==> src/design/ufs_pkg.sv <==
`timescale 1ns / 1ps
// ----------------------------------------------------------------------------
// ufs_pkg
// Shared types and constants for the UTF-8 sanitize filter: byte classes,
// the run word passed from the classifier to the serializer, queue sizing.
// ----------------------------------------------------------------------------
package ufs_pkg;

    localparam int RunQDepth = 4;
    localparam int RunQPtrW  = $clog2(RunQDepth);
    localparam int RunQCntW  = $clog2(RunQDepth + 1);

    localparam logic [7:0] AsciiLimit  = 8'h80;
    localparam logic [7:0] PrintMin    = 8'd32;
    localparam logic [7:0] CharTab     = 8'h09;
    localparam logic [7:0] CharNewline = 8'h0A;

    localparam logic [7:0] Lead2Mask = 8'hE0;
    localparam logic [7:0] Lead2Code = 8'hC0;
    localparam logic [7:0] Lead3Mask = 8'hF0;
    localparam logic [7:0] Lead3Code = 8'hE0;
    localparam logic [7:0] Lead4Mask = 8'hF8;
    localparam logic [7:0] Lead4Code = 8'hF0;
    localparam logic [7:0] ContMask  = 8'hC0;
    localparam logic [7:0] ContCode  = 8'h80;

    localparam logic [2:0] SeqNone = 3'd0;
    localparam logic [2:0] SeqLen2 = 3'd2;
    localparam logic [2:0] SeqLen3 = 3'd3;
    localparam logic [2:0] SeqLen4 = 3'd4;

    // One run: all results caused by a single input word.
    typedef struct packed {
        logic [3:0][7:0] bytes;
        logic [1:0]      last_idx;
        logic            present;
        logic            str_end;
    } run_t;

endpackage

==> src/design/ufs_front.sv <==
`timescale 1ns / 1ps
// ----------------------------------------------------------------------------
// ufs_front
// Input side: accepts words, tracks the open UTF-8 sequence and builds one
// run per word that produces any result or ends a string.
// ----------------------------------------------------------------------------
module ufs_front
(
    input  logic            clk,
    input  logic            rst_n,
    input  logic            in_valid,
    output logic            in_ready,
    input  logic [7:0]      in_byte,
    input  logic            string_last,
    input  logic            q_full,
    output logic            push,
    output ufs_pkg::run_t   push_run
);
    import ufs_pkg::*;

    logic [7:0] held_bytes_reg [3];
    logic [1:0] held_count_reg;
    logic [1:0] held_count_next;
    logic [2:0] seq_len_reg;
    logic [2:0] seq_len_next;

    logic       accept;
    logic       is_cont;
    logic       seq_open;
    logic       completes;
    logic       store_cont;
    logic       store_lead;
    logic       fresh_pass;
    logic [2:0] fresh_len;
    run_t       run;

    assign in_ready = !q_full;
    assign accept   = in_valid && in_ready;

    assign is_cont    = (in_byte & ContMask) == ContCode;
    assign seq_open   = seq_len_reg != SeqNone;
    assign completes  = seq_open && is_cont && (({1'b0, held_count_reg} + 3'd1) >= seq_len_reg);
    assign store_cont = seq_open && is_cont && !completes;

    always_comb
    begin
        fresh_pass = 1'b0;
        fresh_len  = SeqNone;
        if (in_byte < AsciiLimit)
        begin
            fresh_pass = (in_byte >= PrintMin) || (in_byte == CharTab) ||
                         (in_byte == CharNewline);
        end
        else if ((in_byte & Lead2Mask) == Lead2Code)
        begin
            fresh_len = SeqLen2;
        end
        else if ((in_byte & Lead3Mask) == Lead3Code)
        begin
            fresh_len = SeqLen3;
        end
        else if ((in_byte & Lead4Mask) == Lead4Code)
        begin
            fresh_len = SeqLen4;
        end
    end

    // A byte that is not taken by an open sequence is judged afresh.
    assign store_lead = !(seq_open && is_cont) && (fresh_len != SeqNone);

    always_comb
    begin
        run.bytes    = {4{in_byte}};
        run.last_idx = 2'd0;
        run.present  = 1'b0;
        run.str_end  = string_last;
        if (completes)
        begin
            run.bytes[0] = held_bytes_reg[0];
            if (held_count_reg > 2'd1)
            begin
                run.bytes[1] = held_bytes_reg[1];
            end
            if (held_count_reg > 2'd2)
            begin
                run.bytes[2] = held_bytes_reg[2];
            end
            run.last_idx = held_count_reg;
            run.present  = 1'b1;
        end
        else if (!(seq_open && is_cont) && fresh_pass)
        begin
            run.present = 1'b1;
        end
        if (!run.present)
        begin
            run.bytes = '0;
        end
    end

    assign push     = accept && (run.present || string_last);
    assign push_run = run;

    always_comb
    begin
        held_count_next = held_count_reg;
        seq_len_next    = seq_len_reg;
        if (store_cont)
        begin
            held_count_next = held_count_reg + 2'd1;
        end
        else if (store_lead)
        begin
            held_count_next = 2'd1;
            seq_len_next    = fresh_len;
        end
        else
        begin
            held_count_next = 2'd0;
            seq_len_next    = SeqNone;
        end
        if (string_last)
        begin
            held_count_next = 2'd0;
            seq_len_next    = SeqNone;
        end
    end

    always_ff @(posedge clk or negedge rst_n)
    begin
        if (!rst_n)
        begin
            held_count_reg <= 2'd0;
            seq_len_reg    <= SeqNone;
        end
        else if (accept)
        begin
            held_count_reg <= held_count_next;
            seq_len_reg    <= seq_len_next;
        end
    end

    always_ff @(posedge clk)
    begin
        if (accept && store_cont)
        begin
            held_bytes_reg[held_count_reg] <= in_byte;
        end
        else if (accept && store_lead)
        begin
            held_bytes_reg[0] <= in_byte;
        end
    end

endmodule

==> src/design/ufs_run_queue.sv <==
`timescale 1ns / 1ps
// ----------------------------------------------------------------------------
// ufs_run_queue
// Short queue of runs between the classifier and the serializer.
// ----------------------------------------------------------------------------
module ufs_run_queue
(
    input  logic            clk,
    input  logic            rst_n,
    input  logic            push,
    input  ufs_pkg::run_t   push_run,
    input  logic            pop,
    output logic            full,
    output logic            not_empty,
    output ufs_pkg::run_t   head_run
);
    import ufs_pkg::*;

    run_t                entries_reg [RunQDepth];
    logic [RunQPtrW-1:0] wr_ptr_reg;
    logic [RunQPtrW-1:0] rd_ptr_reg;
    logic [RunQCntW-1:0] count_reg;
    logic [RunQCntW-1:0] count_next;

    assign full      = count_reg == RunQCntW'(RunQDepth);
    assign not_empty = count_reg != '0;
    assign head_run  = entries_reg[rd_ptr_reg];

    always_comb
    begin
        count_next = count_reg;
        if (push && !pop)
        begin
            count_next = count_reg + 1'b1;
        end
        else if (pop && !push)
        begin
            count_next = count_reg - 1'b1;
        end
    end

    always_ff @(posedge clk or negedge rst_n)
    begin
        if (!rst_n)
        begin
            wr_ptr_reg <= '0;
            rd_ptr_reg <= '0;
            count_reg  <= '0;
        end
        else
        begin
            if (push)
            begin
                wr_ptr_reg <= wr_ptr_reg + 1'b1;
            end
            if (pop)
            begin
                rd_ptr_reg <= rd_ptr_reg + 1'b1;
            end
            count_reg <= count_next;
        end
    end

    always_ff @(posedge clk)
    begin
        if (push)
        begin
            entries_reg[wr_ptr_reg] <= push_run;
        end
    end

`ifndef SYNTH
    a_count_bound: assert property (@(posedge clk) disable iff (!rst_n)
        count_reg <= RunQCntW'(RunQDepth))
        else $error("run queue count beyond depth");

    a_no_overflow: assert property (@(posedge clk) disable iff (!rst_n)
        push |-> (!full || pop))
        else $error("run pushed into a full queue");

    a_no_underflow: assert property (@(posedge clk) disable iff (!rst_n)
        pop |-> not_empty)
        else $error("run popped from an empty queue");

    a_ptr_track: assert property (@(posedge clk) disable iff (!rst_n)
        (count_reg == '0) |-> (wr_ptr_reg == rd_ptr_reg))
        else $error("empty queue with pointers apart");
`endif

endmodule

==> src/design/ufs_back.sv <==
`timescale 1ns / 1ps
// ----------------------------------------------------------------------------
// ufs_back
// Output side: walks the head run one byte per cycle, while out_ready allows,
// into the output register and pops the run as its last byte is loaded.
// ----------------------------------------------------------------------------
module ufs_back
(
    input  logic            clk,
    input  logic            rst_n,
    input  logic            q_not_empty,
    input  ufs_pkg::run_t   head_run,
    output logic            pop,
    output logic            out_valid,
    input  logic            out_ready,
    output logic [7:0]      out_byte,
    output logic            byte_present,
    output logic            run_last,
    output logic            string_end
);
    import ufs_pkg::*;

    logic [1:0] idx_reg;
    logic       out_valid_reg;
    logic [7:0] out_byte_reg;
    logic       present_reg;
    logic       run_last_reg;
    logic       str_end_reg;
    logic       load;
    logic       at_end;

    assign load   = q_not_empty && (!out_valid_reg || out_ready);
    assign at_end = idx_reg == head_run.last_idx;
    assign pop    = load && at_end;

    always_ff @(posedge clk or negedge rst_n)
    begin
        if (!rst_n)
        begin
            idx_reg       <= 2'd0;
            out_valid_reg <= 1'b0;
        end
        else
        begin
            if (load)
            begin
                idx_reg       <= at_end ? 2'd0 : idx_reg + 2'd1;
                out_valid_reg <= 1'b1;
            end
            else if (out_ready)
            begin
                out_valid_reg <= 1'b0;
            end
        end
    end

    always_ff @(posedge clk)
    begin
        if (load)
        begin
            out_byte_reg <= head_run.bytes[idx_reg];
            present_reg  <= head_run.present;
            run_last_reg <= at_end;
            str_end_reg  <= at_end && head_run.str_end;
        end
    end

    assign out_valid    = out_valid_reg;
    assign out_byte     = out_byte_reg;
    assign byte_present = present_reg;
    assign run_last     = run_last_reg;
    assign string_end   = str_end_reg;

endmodule

==> src/design/utf8_sanitize_filter.sv <==
`timescale 1ns / 1ps
// ----------------------------------------------------------------------------
// utf8_sanitize_filter
// UTF-8 cleaning filter: drops bytes below 32 other than tab and newline, stray
// continuations, invalid leads and broken or unfinished sequences; emits complete sequences whole.
// ----------------------------------------------------------------------------
//  Channel | Handshake           | Payload
//  --------+---------------------+-------------------------------------------------
//  in      | in_valid/in_ready   | in_byte[7:0], string_last
//  out     | out_valid/out_ready | out_byte[7:0], byte_present, run_last, string_end
//
// One input word is accepted per cycle while the run queue has room; its results
// leave one per cycle while out_ready allows, so a completed 4-byte sequence
// is emitted as four output bytes. A result passes a run queue entry, then the
// output register. Reset clears the sequence tracker, the queue pointers and the
// output valid. Input stalls only when the four-entry run queue is full.
// ----------------------------------------------------------------------------
module utf8_sanitize_filter
(
    input  logic        clk,
    input  logic        rst_n,
    input  logic        in_valid,
    output logic        in_ready,
    input  logic [7:0]  in_byte,
    input  logic        string_last,
    output logic        out_valid,
    input  logic        out_ready,
    output logic [7:0]  out_byte,
    output logic        byte_present,
    output logic        run_last,
    output logic        string_end
);
    import ufs_pkg::*;

    logic q_full;
    logic q_not_empty;
    logic push;
    logic pop;
    run_t push_run;
    run_t head_run;

    ufs_front u_front
    (
        .clk         (clk),
        .rst_n       (rst_n),
        .in_valid    (in_valid),
        .in_ready    (in_ready),
        .in_byte     (in_byte),
        .string_last (string_last),
        .q_full      (q_full),
        .push        (push),
        .push_run    (push_run)
    );

    ufs_run_queue u_queue
    (
        .clk       (clk),
        .rst_n     (rst_n),
        .push      (push),
        .push_run  (push_run),
        .pop       (pop),
        .full      (q_full),
        .not_empty (q_not_empty),
        .head_run  (head_run)
    );

    ufs_back u_back
    (
        .clk          (clk),
        .rst_n        (rst_n),
        .q_not_empty  (q_not_empty),
        .head_run     (head_run),
        .pop          (pop),
        .out_valid    (out_valid),
        .out_ready    (out_ready),
        .out_byte     (out_byte),
        .byte_present (byte_present),
        .run_last     (run_last),
        .string_end   (string_end)
    );

endmodule
==> config.mk <==
export PLATFORM = sky130hd
export DESIGN_NAME = utf8_sanitize_filter
export DESIGN_NICKNAME = d
export VERILOG_FILES = /design/src/design/ufs_pkg.sv /design/src/design/ufs_front.sv /design/src/design/ufs_run_queue.sv /design/src/design/ufs_back.sv /design/src/design/utf8_sanitize_filter.sv
export SDC_FILE = /design/constraint.sdc
export NUM_CORES = 1
export LEC_CHECK = 0
export BUFFER_PORTS_ARGS = -buffer_cell sky130_fd_sc_hd__buf_4
export CAP_MARGIN = 20
export CORE_MARGIN = 8
export CORE_UTILIZATION = 45
export CTS_CLUSTER_SIZE = 40
export DETAILED_ROUTE_END_ITERATION = 7
export SYNTH_ARGS = -nofsm -noshare
export SYNTH_HDL_FRONTEND = slang
export SYNTH_SLANG_ARGS = --single-unit
export TNS_END_PERCENT = 1
==> constraint.sdc <==
create_clock -name clk -period 7.4 [get_ports clk]
set_clock_uncertainty 0.05 [all_clocks]
set_input_delay 0 -clock clk [delete_from_list [all_inputs] [get_ports clk]]
set_output_delay 0 -clock clk [all_outputs]
set_load 0.01 [all_outputs]
# ---- Word level (Yosys, flattened, before mapping)
# Memories as Yosys holds them, arrays and structs flattened.
# Cells that the tools add are included.
dict set report totals {
  n_memories 2
  wordCells 100
  register_bits 26
  in_bits 13
  mem_bits_rw 168
}
dict set report op_classes {
  n_reduce_logical 31
  add_sub_neg 7
  eq_ne 9
  muxes 34
  n_lt_le_gt_ge 6
}
# name words width rd rd_ports_with_merged_regs write_ports line_no
set mem_list {}
lappend mem_list {u_queue.entries_reg 4 36 1 0 1 ufs_run_queue.sv:19} ;# run_t entries_reg [RunQDepth];
lappend mem_list {u_front.held_bytes_reg 3 8 3 0 1 ufs_front.sv:21} ;# logic [7:0] held_bytes_reg [3];
# op count
set op_table {}
lappend op_table {{$mux W32} 1}
lappend op_table {{$mux W8} 4}
lappend op_table {{$mux W3} 9}
lappend op_table {{$mux W26} 1}
lappend op_table {{$bmux W8 S2} 1}
lappend op_table {{$eq A8 B4 Y1 const B} 2}
lappend op_table {{$logic_and A1 B1 Y1} 14}
lappend op_table {{$mux W1} 14}
lappend op_table {{$reduce_bool A3 Y1} 3}
lappend op_table {{$add A2 B1 Y2 const B} 4}
lappend op_table {{$ge A8 B6 Y1 const B} 1}
lappend op_table {{$lt A8 B8 Y1 const B} 1}
lappend op_table {{$mux W2} 4}
lappend op_table {{$reduce_or A8 Y1} 1}
lappend op_table {{$eq A3 B3 Y1 const B} 2}
lappend op_table {{$logic_not A1 Y1} 6}
lappend op_table {{$eq A5 B5 Y1 const B} 1}
lappend op_table {{$eq A4 B4 Y1 const B} 1}
lappend op_table {{$logic_or A1 B1 Y1} 4}
lappend op_table {{$reduce_bool A2 Y1} 2}
lappend op_table {{$add A2 B1 Y3 const B} 1}
lappend op_table {{$add A3 B1 Y3 const B} 1}
lappend op_table {{$ge A3 B3 Y1} 1}
lappend op_table {{$lt A2 B3 Y1 const B} 1}
lappend op_table {{7 further kinds} 7}

# ---- Longest topological paths before layout
dict set report logic_depth {
  depth_word 13
  depth_mapped 14
  ltp_nobuf 14
}

# ---- Hierarchy
# A second synthesis with hierarchy kept.
dict set report hier_totals {
  cells_unflattened 418
  hier_area_um2 8021.4
}
# mod seq_area_each_um2 area_each_um2 cells_each n_inst
set modules_own_cells {}
lappend modules_own_cells {ufs_run_queue 4499.3 5605.4 222 1}
lappend modules_own_cells {ufs_front 845.8 1697.9 155 1}
lappend modules_own_cells {ufs_back 405.4 718.2 41 1}

# ---- Worst setup path after synthesis
# OpenSTA, ideal clock, no wires.
dict set report synth_path {
  path_kind {register -> register}
  from {register u_front.held_count_reg[1]}
  to {memory u_queue.entries_reg[0][0] in the netlist's numbering (enable)}
  slack_ps 4238
  setup_time_ps 397
  stages_incl_launch_ff 10
  path_buffers 0
  t_arrival_ps 2716
  required_ps 6953
  path_cell_list {dfrtp_1 > inv_1 > ha_1 > inv_1 > ha_1 > a211oi_4 > o32a_4 > clkinv_2 > o21a_4 > and2_1}
}
# item line_no
set synth_rtl {}
lappend synth_rtl {{start, declared} ufs_front.sv:22} ;# logic [1:0] held_count_reg;
lappend synth_rtl {{start signal, assigned} ufs_front.sv:138} ;# held_count_reg <= held_count_next;
lappend synth_rtl {{end, declared} ufs_run_queue.sv:19}

==> impl_metrics.toml <==
[global_routing]
grt_pass1_vias = 4106
grt_max_degree = 38
grt-ovfl-total = 0
antenna_found_initial = 0
grt.total_usage_pct = 14.7
grt_first_pass_wirelength_mm = 23.8

[placement]
place_hpwl_mm = 8.82
io_buffers = 25
finalWeightedCongestion = 0.800

[pwr]
p_comb_share_pct = 26.2
ir_drop_v = 0.000256
powerDensity_nw_per_um2 = 363
clkPwrFrac_pct = 27.7
p_int_uw = 2360
pwr-share-seq_pct = 46.1
swShare_pct = 27.8
leakage_uw = 0.00305
p_switching_uw = 909

[routing]
drtPass1Iterations = 5
wl_mm = 15.0
num_vias = 3658
drtIter0Drc = 290
wire_per_inst_um = 22.1
drtAntennaViolNets = 0
avgViaCountPerCell = 5.40
drc = 0

[finish]
largest_reg_flops = 144
diodes = 0
drive_above_1_share_pct = 29.2
syn2layout_area_growth_pct = 15.2
n_fill_cell = 1414
nets = 463

[sta]
timing.final.crit_period_ns = 3.66
setup_tns_ns = 0
holdWs_ns = 0.268
slew_viol_final = 0
slew_headroom_pct = 30.3
fmax_mhz = 273
finalHoldViolations = 0
fin_crit_sh_pct = 49.5
rsz0062_at_grt = "no"
setup_viol = 0
worst_slew_pin_slew_ns = 1.05

[worst_setup_path]
cpPeakStageDelay_ns = 0.44
cp_cell_sequence = "inv_1 -> ha_1 -> inv_1 -> ha_1 -> a211oi_4 -> o32a_4 -> clkinv_2 -> o21a_4 -> ha_1 -> inv_1 -> fa_1 -> mux2_2"
timing.rr.start = "u_front.held_count_reg[1]"
critPathCaptureType = "flip-flop"
rrSetupSlack_ns = 3.74
reg2reg_depth = 12
crit_start = "u_front.held_count_reg[1]"
cp.arrival_ns = 3.92
regToRegEndpoint = "u_queue.count_reg[1]"
crit_type = "reg2reg"
required_ns = 7.66
crit_slowest_cell = "dfrtp_1"
startpoint_type = "flip-flop"
critPathMaxFanout = 15

[min_path]
hp-class = "in2reg"
hp-start = "out_ready"
hold_end = "u_back.out_valid"
min_path_cells = 3

[status]
outcome = "finished clean"

[floorplanning]
die_width_um = 148
fp.dieH_um = 148
core_um2 = 17200
fp.dieArea_um2 = 21900
rows = 48
ios = 26
start_util_pct = 45.6

[job]
drv_cap = 0

[logic_synthesis]
synth_edf_count = 179
synth_fa_ha_area_share_pct = 1.85
muxShareOfSynthArea_pct = 15.5
yosys_warnings = 0
synth_most_common_cell = "edfxtp_1"
synthXorXnorAreaFrac_pct = 1.01
synth_cell_type_count = 41
synthSimpleGateAreaFrac_pct = 4.22
syn_nets = 413
synthCells = 389
synth_compound_area_share_pct = 2.49
ys_top_cells_by_area = "edfxtp_1, mux4_2, dfrtp_1"
syn_area_per_cell_um2 = 20.1
ys_ff_latch = 194
async_flop_share_pct = 7.73
ys_seq_area_share_pct = 73.5
synth_top_cell_by_area = "edfxtp_1"
synth_top_family_by_area = "multiplexers"
synth_top_area_share_pct = 68.7
ys.flop_type = "edfxtp_1"
synthesis.area_um2 = 7830
synthTopCellsByCount = "edfxtp_1, mux4_2, dfrtp_1, nor2_1, mux2i_1"

[clocking]
cts-root-buf = "clkbuf_16"
clk_pin_slew_worst_paths_ns = 0.07
h-tree-depth = 4
cts.hold.buffers_added = 13
cts_sinks = 194
cts_resized = 0
clockBufferDepth = 2
cts-buffers-inserted = 17
cts_tree = "built"
cts_setup_buffers = 0
clk_latency_ns = 0.43
## cell usage in the layout, fill, tap and decap left out, types with 5 or more instances in the layout
master / count
and2_1: 7
buf_4: 30
clkbuf_16: 21
dfrtp_1: 14
dlygate4sd3_1: 13
edfxtp_1: 179
ha_1: 10
inv_1: 12
mux2_2: 7
mux2i_1: 13
mux4_2: 44
nand2_1: 8
nor2_1: 14
nor2_2: 6
nor4_1: 5
o21ai_0: 6
xnor2_1: 6
## metal layers
| metal | wire length, µm | share of wire [%] | GRT usage, % | vias to the layer above |
|---|---|---|---|---|
| li1 | - | - | - | 1663 |
| met1 | 6800 | 45 | 19.2 | 1920 |
| met2 | 7460 | 50 | 24.0 | 68 |
| met3 | 587 | 3.9 | 2.84 | 7 |
| met4 | 115 | 0.77 | 5.51 | 0 |
| met5 | 0 | 0 | 0 | - |
## final cells by class
class / instances / area (µm²) / share of cell area (%)
clock buffer: 23 / 533 / 5.91
tap: 225 / 282 / 3.12
sequential: 194 / 5750 / 63.8
multi-input combinational: 168 / 1980 / 21.9
timing repair buffer: 43 / 355 / 3.94
clock inverter: 9 / 60.1 / 0.666
inverter: 15 / 57.6 / 0.638
## how the worst max path moves through the flow
| stage | cells after the start | slack [ns] | to |
|---|---|---|---|
| after floorplan | 9 | 4.24 | u_queue.entries_reg[0][0] |
| after global placement | 12 | 3.92 | u_queue.count_reg[1] |
| after detailed placement | 12 | 3.78 | u_queue.count_reg[1] |
| after CTS | 12 | 3.76 | u_queue.count_reg[1] |
| after global routing | 12 | 3.58 | u_queue.count_reg[1] |
| final | 12 | 3.74 | u_queue.count_reg[1] |
## critical path: cells and delay by family (launching register included)
family	cells	cell delay (ns)
DFF	1	0.44
adders and majority gates	4	1.24
buffers and inverters	4	0.47
muxes	1	0.27
AOI/OAI and AO/OA	3	1.08
## power groups by stage
stage          Combinational [µW]  Clock, µW  Sequential [µW]
2_1_floorplan                 619          0             1510
3_3_place_gp                  870          0             1530
4_1_cts                       887        920             1510
6_report                      857        904             1510
5_1_grt                       944        967             1530
3_5_place_dp                  882          0             1530
## kinds of logic after synthesis
logic type,after synthesis
mux,65
simple gates,60
fa+ha+maj,11
compound gates,23
buf+inv,27
xor+xnor,9
flops,194
## stage by stage
step / power, µW / area (µm²) / utilization, % / setup slack, ns / cells
finish: 3270 / 9010 / 52.5 / 3.74 / 677
global route: 3440 / 9010 / 52.5 / 3.58 / 677
CTS: 3320 / 9010 / 52.5 / 3.76 / 677
detailed placement: 2420 / 8290 / 48.3 / 3.78 / 632
global placement: 2400 / 8290 / 48.3 / 3.92 / 632
floorplan: 2130 / 7830 / - / 4.24 / 389
Note: power is estimated with default switching activity, not from simulation.
